--- src/rtl/bdeque_pkg.sv ---
package bdeque_pkg;

    // built storage depth
    localparam int BDEQUE_CAPACITY = 16;

    // field widths
    localparam int WORD_W  = 32;
    localparam int CMD_W   = 3;
    localparam int STAT_W  = 2;
    localparam int LIMIT_W = 5;

    // command codes
    localparam logic [CMD_W-1:0] CMD_DUMP         = 3'd0;
    localparam logic [CMD_W-1:0] CMD_APPEND       = 3'd1;
    localparam logic [CMD_W-1:0] CMD_REMOVE_END   = 3'd2;
    localparam logic [CMD_W-1:0] CMD_INSERT_FRONT = 3'd3;
    localparam logic [CMD_W-1:0] CMD_REMOVE_FRONT = 3'd4;

    // status codes
    localparam logic [STAT_W-1:0] ST_OK    = 2'd0;
    localparam logic [STAT_W-1:0] ST_FULL  = 2'd1;
    localparam logic [STAT_W-1:0] ST_EMPTY = 2'd2;

    typedef struct packed {
        logic [CMD_W-1:0]         cmd;
        logic signed [WORD_W-1:0] value;
    } bdeque_in_t;

    typedef struct packed {
        logic [STAT_W-1:0]        status;
        logic                     has_item;
        logic signed [WORD_W-1:0] item;
        logic                     last;
    } bdeque_out_t;

endpackage

--- src/rtl/bdeque_ram.sv ---
module bdeque_ram #(
    parameter int DEPTH  = bdeque_pkg::BDEQUE_CAPACITY,
    parameter int ADDR_W = 4
) (
    input  logic                            aclk,
    input  logic                            we,
    input  logic [ADDR_W-1:0]               waddr,
    input  logic [bdeque_pkg::WORD_W-1:0]   wdata,
    input  logic                            re,
    input  logic [ADDR_W-1:0]               raddr,
    output logic [bdeque_pkg::WORD_W-1:0]   rdata
);
    import bdeque_pkg::*;

    logic [WORD_W-1:0] mem [DEPTH];
    logic [WORD_W-1:0] rdata_reg;

    // one write port, one registered read port
    always_ff @(posedge aclk) begin
        if (we) begin
            mem[waddr] <= wdata;
        end
        if (re) begin
            rdata_reg <= mem[raddr];
        end
    end

    assign rdata = rdata_reg;

endmodule

--- src/rtl/bounded_array_deque.sv ---
// sequence: a word's single result is registered in S_RESP, except a dump, which gives one
//   result per entry from S_DUMP (a single result in S_RESP when the list is empty)
// throughput: one word at a time; insert at front steps S_UP_RD/S_UP_WR and remove at front
//   S_DN_RD/S_DN_WR, shifting entries through the entry memory's read and write ports before
//   the response when the list takes them; every word also waits out any output stall
// reset: list empty, limit at full capacity; entry memory is not cleared
module bounded_array_deque #(
    parameter int CAPACITY = bdeque_pkg::BDEQUE_CAPACITY
) (
    input  logic                             aclk,
    input  logic                             aresetn,
    input  logic                             cfg_we,
    input  logic [bdeque_pkg::LIMIT_W-1:0]   cfg_wdata,
    input  logic                             s_valid,
    output logic                             s_ready,
    input  bdeque_pkg::bdeque_in_t           s_data,
    output logic                             m_valid,
    input  logic                             m_ready,
    output bdeque_pkg::bdeque_out_t          m_data
);
    import bdeque_pkg::*;

    localparam int ADDR_W = (CAPACITY > 1) ? $clog2(CAPACITY) : 1;
    localparam int CNT_W  = $clog2(CAPACITY + 1);
    localparam int LIM_W  = (CNT_W > LIMIT_W) ? CNT_W : LIMIT_W;

    typedef enum logic [2:0] {
        S_IDLE,
        S_RESP,
        S_DUMP,
        S_UP_RD,
        S_UP_WR,
        S_DN_RD,
        S_DN_WR
    } state_t;

    state_t             state_reg;
    logic [CNT_W-1:0]   count_reg;
    logic [LIM_W-1:0]   limit_reg;
    logic [ADDR_W-1:0]  idx_reg;
    logic [WORD_W-1:0]  val_reg;
    logic [STAT_W-1:0]  status_reg;
    logic               m_valid_reg;
    bdeque_out_t        m_data_reg;

    logic               mem_we;
    logic [ADDR_W-1:0]  mem_waddr;
    logic [WORD_W-1:0]  mem_wdata;
    logic               mem_re;
    logic [ADDR_W-1:0]  mem_raddr;
    logic [WORD_W-1:0]  mem_rdata;

    logic               accept;
    logic               out_free;
    logic               is_full;
    logic               is_empty;
    logic               at_tail;
    logic [ADDR_W-1:0]  idx_inc;
    logic [ADDR_W-1:0]  idx_dec;
    logic [ADDR_W-1:0]  count_addr;

    bdeque_ram #(
        .DEPTH  (CAPACITY),
        .ADDR_W (ADDR_W)
    ) u_ram (
        .aclk   (aclk),
        .we     (mem_we),
        .waddr  (mem_waddr),
        .wdata  (mem_wdata),
        .re     (mem_re),
        .raddr  (mem_raddr),
        .rdata  (mem_rdata)
    );

    // handshake and shared flags
    assign s_ready    = (state_reg == S_IDLE);
    assign accept     = s_valid && s_ready;
    assign out_free   = !m_valid_reg || m_ready;
    assign m_valid    = m_valid_reg;
    assign m_data     = m_data_reg;

    assign is_full    = (LIM_W'(count_reg) >= limit_reg) || (count_reg == CNT_W'(CAPACITY));
    assign is_empty   = (count_reg == '0);
    assign at_tail    = ((CNT_W'(idx_reg) + CNT_W'(1)) == count_reg);
    assign idx_inc    = idx_reg + ADDR_W'(1);
    assign idx_dec    = idx_reg - ADDR_W'(1);
    assign count_addr = count_reg[ADDR_W-1:0];

    // memory port control
    always_comb begin
        mem_we    = 1'b0;
        mem_waddr = idx_reg;
        mem_wdata = mem_rdata;
        mem_re    = 1'b0;
        mem_raddr = idx_inc;
        unique case (state_reg)
            S_IDLE: begin
                if (accept) begin
                    if (s_data.cmd == CMD_APPEND && !is_full) begin
                        mem_we    = 1'b1;
                        mem_waddr = count_addr;
                        mem_wdata = s_data.value;
                    end
                    if (s_data.cmd == CMD_DUMP && !is_empty) begin
                        mem_re    = 1'b1;
                        mem_raddr = '0;
                    end
                end
            end
            S_DUMP: begin
                if (out_free && !at_tail) begin
                    mem_re = 1'b1;
                end
            end
            S_UP_RD: begin
                if (idx_reg == '0) begin
                    mem_we    = 1'b1;
                    mem_wdata = val_reg;
                end else begin
                    mem_re    = 1'b1;
                    mem_raddr = idx_dec;
                end
            end
            S_UP_WR: begin
                mem_we = 1'b1;
            end
            S_DN_RD: begin
                if (!at_tail) begin
                    mem_re = 1'b1;
                end
            end
            S_DN_WR: begin
                mem_we = 1'b1;
            end
            default: begin
            end
        endcase
    end

    // sequencer, list state and output register
    always_ff @(posedge aclk) begin
        if (!aresetn) begin
            state_reg   <= S_IDLE;
            count_reg   <= '0;
            limit_reg   <= LIM_W'(CAPACITY);
            m_valid_reg <= 1'b0;
        end else begin
            if (cfg_we) begin
                limit_reg <= LIM_W'(cfg_wdata);
            end
            if (m_ready) begin
                m_valid_reg <= 1'b0;
            end
            unique case (state_reg)
                S_IDLE: begin
                    if (accept) begin
                        val_reg    <= s_data.value;
                        status_reg <= ST_OK;
                        idx_reg    <= '0;
                        state_reg  <= S_RESP;
                        unique case (s_data.cmd)
                            CMD_DUMP: begin
                                if (!is_empty) begin
                                    state_reg <= S_DUMP;
                                end
                            end
                            CMD_APPEND: begin
                                if (is_full) begin
                                    status_reg <= ST_FULL;
                                end else begin
                                    count_reg <= count_reg + CNT_W'(1);
                                end
                            end
                            CMD_REMOVE_END: begin
                                if (is_empty) begin
                                    status_reg <= ST_EMPTY;
                                end else begin
                                    count_reg <= count_reg - CNT_W'(1);
                                end
                            end
                            CMD_INSERT_FRONT: begin
                                if (is_full) begin
                                    status_reg <= ST_FULL;
                                end else begin
                                    idx_reg   <= count_addr;
                                    state_reg <= S_UP_RD;
                                end
                            end
                            CMD_REMOVE_FRONT: begin
                                if (is_empty) begin
                                    status_reg <= ST_EMPTY;
                                end else begin
                                    state_reg <= S_DN_RD;
                                end
                            end
                            default: begin
                            end
                        endcase
                    end
                end
                S_RESP: begin
                    if (out_free) begin
                        m_valid_reg         <= 1'b1;
                        m_data_reg.status   <= status_reg;
                        m_data_reg.has_item <= 1'b0;
                        m_data_reg.item     <= '0;
                        m_data_reg.last     <= 1'b1;
                        state_reg           <= S_IDLE;
                    end
                end
                S_DUMP: begin
                    if (out_free) begin
                        m_valid_reg         <= 1'b1;
                        m_data_reg.status   <= ST_OK;
                        m_data_reg.has_item <= 1'b1;
                        m_data_reg.item     <= mem_rdata;
                        m_data_reg.last     <= at_tail;
                        if (at_tail) begin
                            state_reg <= S_IDLE;
                        end else begin
                            idx_reg <= idx_inc;
                        end
                    end
                end
                S_UP_RD: begin
                    if (idx_reg == '0) begin
                        count_reg <= count_reg + CNT_W'(1);
                        state_reg <= S_RESP;
                    end else begin
                        state_reg <= S_UP_WR;
                    end
                end
                S_UP_WR: begin
                    idx_reg   <= idx_dec;
                    state_reg <= S_UP_RD;
                end
                S_DN_RD: begin
                    if (at_tail) begin
                        count_reg <= count_reg - CNT_W'(1);
                        state_reg <= S_RESP;
                    end else begin
                        state_reg <= S_DN_WR;
                    end
                end
                S_DN_WR: begin
                    idx_reg   <= idx_inc;
                    state_reg <= S_DN_RD;
                end
                default: begin
                    state_reg <= S_IDLE;
                end
            endcase
        end
    end

endmodule

--- config.mk ---
export PLATFORM = sky130hd
export DESIGN_NAME = bounded_array_deque
export DESIGN_NICKNAME = d
export VERILOG_FILES = /design/src/rtl/bdeque_pkg.sv /design/src/rtl/bdeque_ram.sv /design/src/rtl/bounded_array_deque.sv
export SDC_FILE = /design/constraint.sdc
export NUM_CORES = 1
export LEC_CHECK = 0
export BUFFER_PORTS_ARGS = -buffer_cell sky130_fd_sc_hd__buf_2
export CAP_MARGIN = 0
export CORE_ASPECT_RATIO = 1.2
export CORE_MARGIN = 2
export CORE_UTILIZATION = 30
export CTS_CLUSTER_SIZE = 30
export DETAILED_ROUTE_END_ITERATION = 16
export GPL_TIMING_DRIVEN = 0
export PLACE_DENSITY = 0.55
export SETUP_SLACK_MARGIN = 0.5
export SYNTH_ARGS = -nofsm -noshare
export SYNTH_HDL_FRONTEND = slang
export SYNTH_SLANG_ARGS = --single-unit
--- constraint.sdc ---
create_clock -name aclk -period 5.5 [get_ports aclk]
set_clock_uncertainty 0.15 [all_clocks]
set_input_delay 0 -clock aclk [delete_from_list [all_inputs] [get_ports aclk]]
set_output_delay 0 -clock aclk [all_outputs]
set_load 0.02 [all_outputs]
==> impl_metrics.env <==
export IMPL_tightest_slew_ns=1.46
export IMPL_portBuffers=78
export IMPL_synth_common_cells="618 x edfxtp_1, 348 x nand2_1, 227 x nand3_1"
export IMPL_max_clock_freq_mhz=209
export IMPL_area_growth_pct=21.7
export IMPL_cap_viol_max_count=0
export IMPL_antennaDiodeCount=0
export IMPL_setup_viol=0
export IMPL_rows=118
export IMPL_wl_per_cell_um=25.1
export IMPL_globalRouteOverflowTotal=0
export IMPL_holdWs_ns=0.0108
export IMPL_postSynthCellCount=1854
export IMPL_n_fill_cell=8164
export IMPL_cp_start_kind="flop"
export IMPL_final_nets=2170
export IMPL_p_per_area_nw_per_um2=354
export IMPL_wl_um=83100
export IMPL_drive_gt1_share_pct=13.6
export IMPL_die_x_um=273
export IMPL_drc=0
export IMPL_power_mw=11.2
export IMPL_yosysMostFrequentCell="edfxtp_1"
export IMPL_cp_max_fo=10
export IMPL_gr_usage_met2_pct=30.8
export IMPL_synth_top_cell_area_share_pct=71.4
export IMPL_grt_pass1_vias=17100
export IMPL_grtUsageMet1_pct=24.1
export IMPL_ys_types=65
export IMPL_yosys_area_top_type="edfxtp_1"
export IMPL_start_util_pct=30.2
export IMPL_first_pass_iters=5
export IMPL_slowest_delay_ns=0.79
export IMPL_ant_nets=0
export IMPL_synth_seq_cells=632
export IMPL_hp_class="primary input to flop"
export IMPL_synth_seq_area_share_pct=72.5
export IMPL_critPathTopFamily="buffers and inverters"
export IMPL_met3_usage_pct=2.93
export IMPL_cts_tree="yes"
export IMPL_synth_warnings=0
export IMPL_report_final_slew_viol_count=0
export IMPL_end_kind="flop"
export IMPL_ios=83
export IMPL_synth_flop_cell="edfxtp_1"
export IMPL_period_needed_ns=4.78
export IMPL_fin_util_pct=36.7
export IMPL_synth_edff_count=618
export IMPL_track_usage_pct=18.4
export IMPL_crit_chain="clkbuf_1, inv_1, ha_1, nor3b_1, o21ai_0, o21ai_1, clkbuf_1, clkbuf_1, nand3_1, nand3_1, a31oi_1"
export IMPL_clk_pin_slew_ns=0.06
export IMPL_largest_reg_flops=512
export IMPL_viasPerCell=5.24
export IMPL_setup_tns_final_ns=0
export IMPL_cp_required_ns=5.62
export IMPL_drt_iter0_markers=1952
export IMPL_clockBufferDepth=3
export IMPL_grt_pass1_wl_um=119000
export IMPL_die_area_um2=89000
export IMPL_cts_root_buffer="clkbuf_16"
export IMPL_cts_made_buffers=67
export IMPL_gp_congestion=0.850
export IMPL_final_period_utilization_pct=87.0
export IMPL_worst_path_buf_inv=4
export IMPL_num_vias=17300
export IMPL_clkLatencyLatePin_ns=0.62
export IMPL_grt_setup_unrepaired="no"
export IMPL_cp_common_cell="clkbuf_1"
export IMPL_arrival_ns=4.91
export IMPL_cts_htree_levels=3
export IMPL_synthArstFlopShare_pct=0
export IMPL_grt_max_degree=23
export IMPL_synth_nets=1909
export IMPL_core_area_um2=86100
export IMPL_antenna_found_initial=2
export IMPL_hpwl_um=53400
export IMPL_yosys_top_cells_area="edfxtp_1 71%, mux2i_1 5.0%, nand2_1 5.0%"
export IMPL_clock_sinks=632
export IMPL_peakVddDrop_v=0.000197
export IMPL_top_usage_layer="met2"
export IMPL_relSlewSlack_pct=2.67
export IMPL_slowest_stage="o21ai_1"
export IMPL_hold_violations=0
export IMPL_die_height_um=326
export IMPL_syn_avg_cell_area_um2=14.0
export IMPL_worstSetupPathType="flop to flop"
export IMPL_rrSetupSlack_ns=0.72
export IMPL_cellLeakagePower_nw=11.1
export IMPL_run_status="finished, final reports clean"
export IMPL_syn_cell_area_um2=26000
-- cell families after synthesis --
group	share of synthesized area [%]
AOI/OAI and AO/OA	6.61
adders and majority gates	0.482
buffers and inverters	2.62
and+or+nand+nor	12.3
muxes	5.09
DFF	72.5
xor gates and xnor gates	0.371
-- where the power goes --
part	internal (mW)	leakage [nW]	switching, mW
clock	2.75	1.10	1.94
sequential	5.39	5.70	0.0235
combinational	0.332	4.29	0.754
total	8.47	11.1	2.71
-- area by class of cell --
| type | instances | area, µm² | area share [%] |
|---|---|---|---|
| timing repair buffer | 192 | 1800 | 5.69 |
| clock buffer | 85 | 1740 | 5.52 |
| clock inverter | 38 | 526 | 1.66 |
| tap | 1140 | 1430 | 4.51 |
| buffer | 125 | 632 | 2.00 |
| sequential | 632 | 18800 | 59.6 |
| multi-input combinational | 1083 | 6590 | 20.9 |
| inverter | 14 | 52.6 | 0.166 |
-- repair_timing --
item,CTS,global route
gates cloned,0,0
hold buffers,77,0
gates resized for setup,1,1
buffers inserted,12,5
setup endpoints to repair,224,52
pin swaps,6,2
hold endpoints to repair,86,0
-- layer usage --
layer,part of all wire (%),wire length (µm),vias to the layer above
li1,-,-,7549
met1,41,34300,8810
met2,48,39900,801
met3,7.2,5970,166
met4,3.6,2970,0
met5,0,0,-
-- layout by cell type, fill, tap and decap left out, types with 3 or more instances in the layout --
cell / count
a211oi_1: 27
a21o_1: 36
a21oi_1: 12
a221oi_1: 33
a22o_1: 35
a31oi_1: 38
a32oi_1: 6
and2_1: 35
buf_1: 9
buf_12: 25
buf_2: 102
buf_4: 29
buf_6: 7
bufinv_16: 10
clkbuf_1: 81
clkbuf_16: 67
clkinv_1: 8
clkinv_2: 11
clkinv_8: 5
dfxtp_1: 14
dlygate4sd3_1: 77
edfxtp_1: 618
ha_1: 10
inv_1: 14
mux2i_1: 131
nand2_1: 348
nand2b_1: 7
nand3_1: 227
nand4_1: 3
nor2_1: 23
nor2_4: 16
nor2b_1: 8
nor3_1: 9
nor3b_1: 3
nor4_1: 5
o21a_1: 3
o21ai_0: 8
o31ai_1: 3
xnor2_1: 10
-- final timing paths --
kind            startpoint         endpoint  cells after the start
min              s_data[1]       val_reg[1]                      2
max             idx_reg[0]  u_ram.rdata[13]                     11
min reg2reg  status_reg[1]       m_data[35]                      1
max reg2reg     idx_reg[0]  u_ram.rdata[13]                     11
-- through the flow --
stage / cells / setup WS (ns) / cell area [µm²]
after floorplan: 1854 / 0.999 / 26000
after global placement: 3072 / -2.14 / 27800
after detailed placement: 3091 / 0.0399 / 28300
after CTS: 3303 / 0.521 / 31600
after global routing: 3309 / 0.559 / 31600
final: 3309 / 0.717 / 31600
No activity file was read; power rests on OpenSTA's default activity.
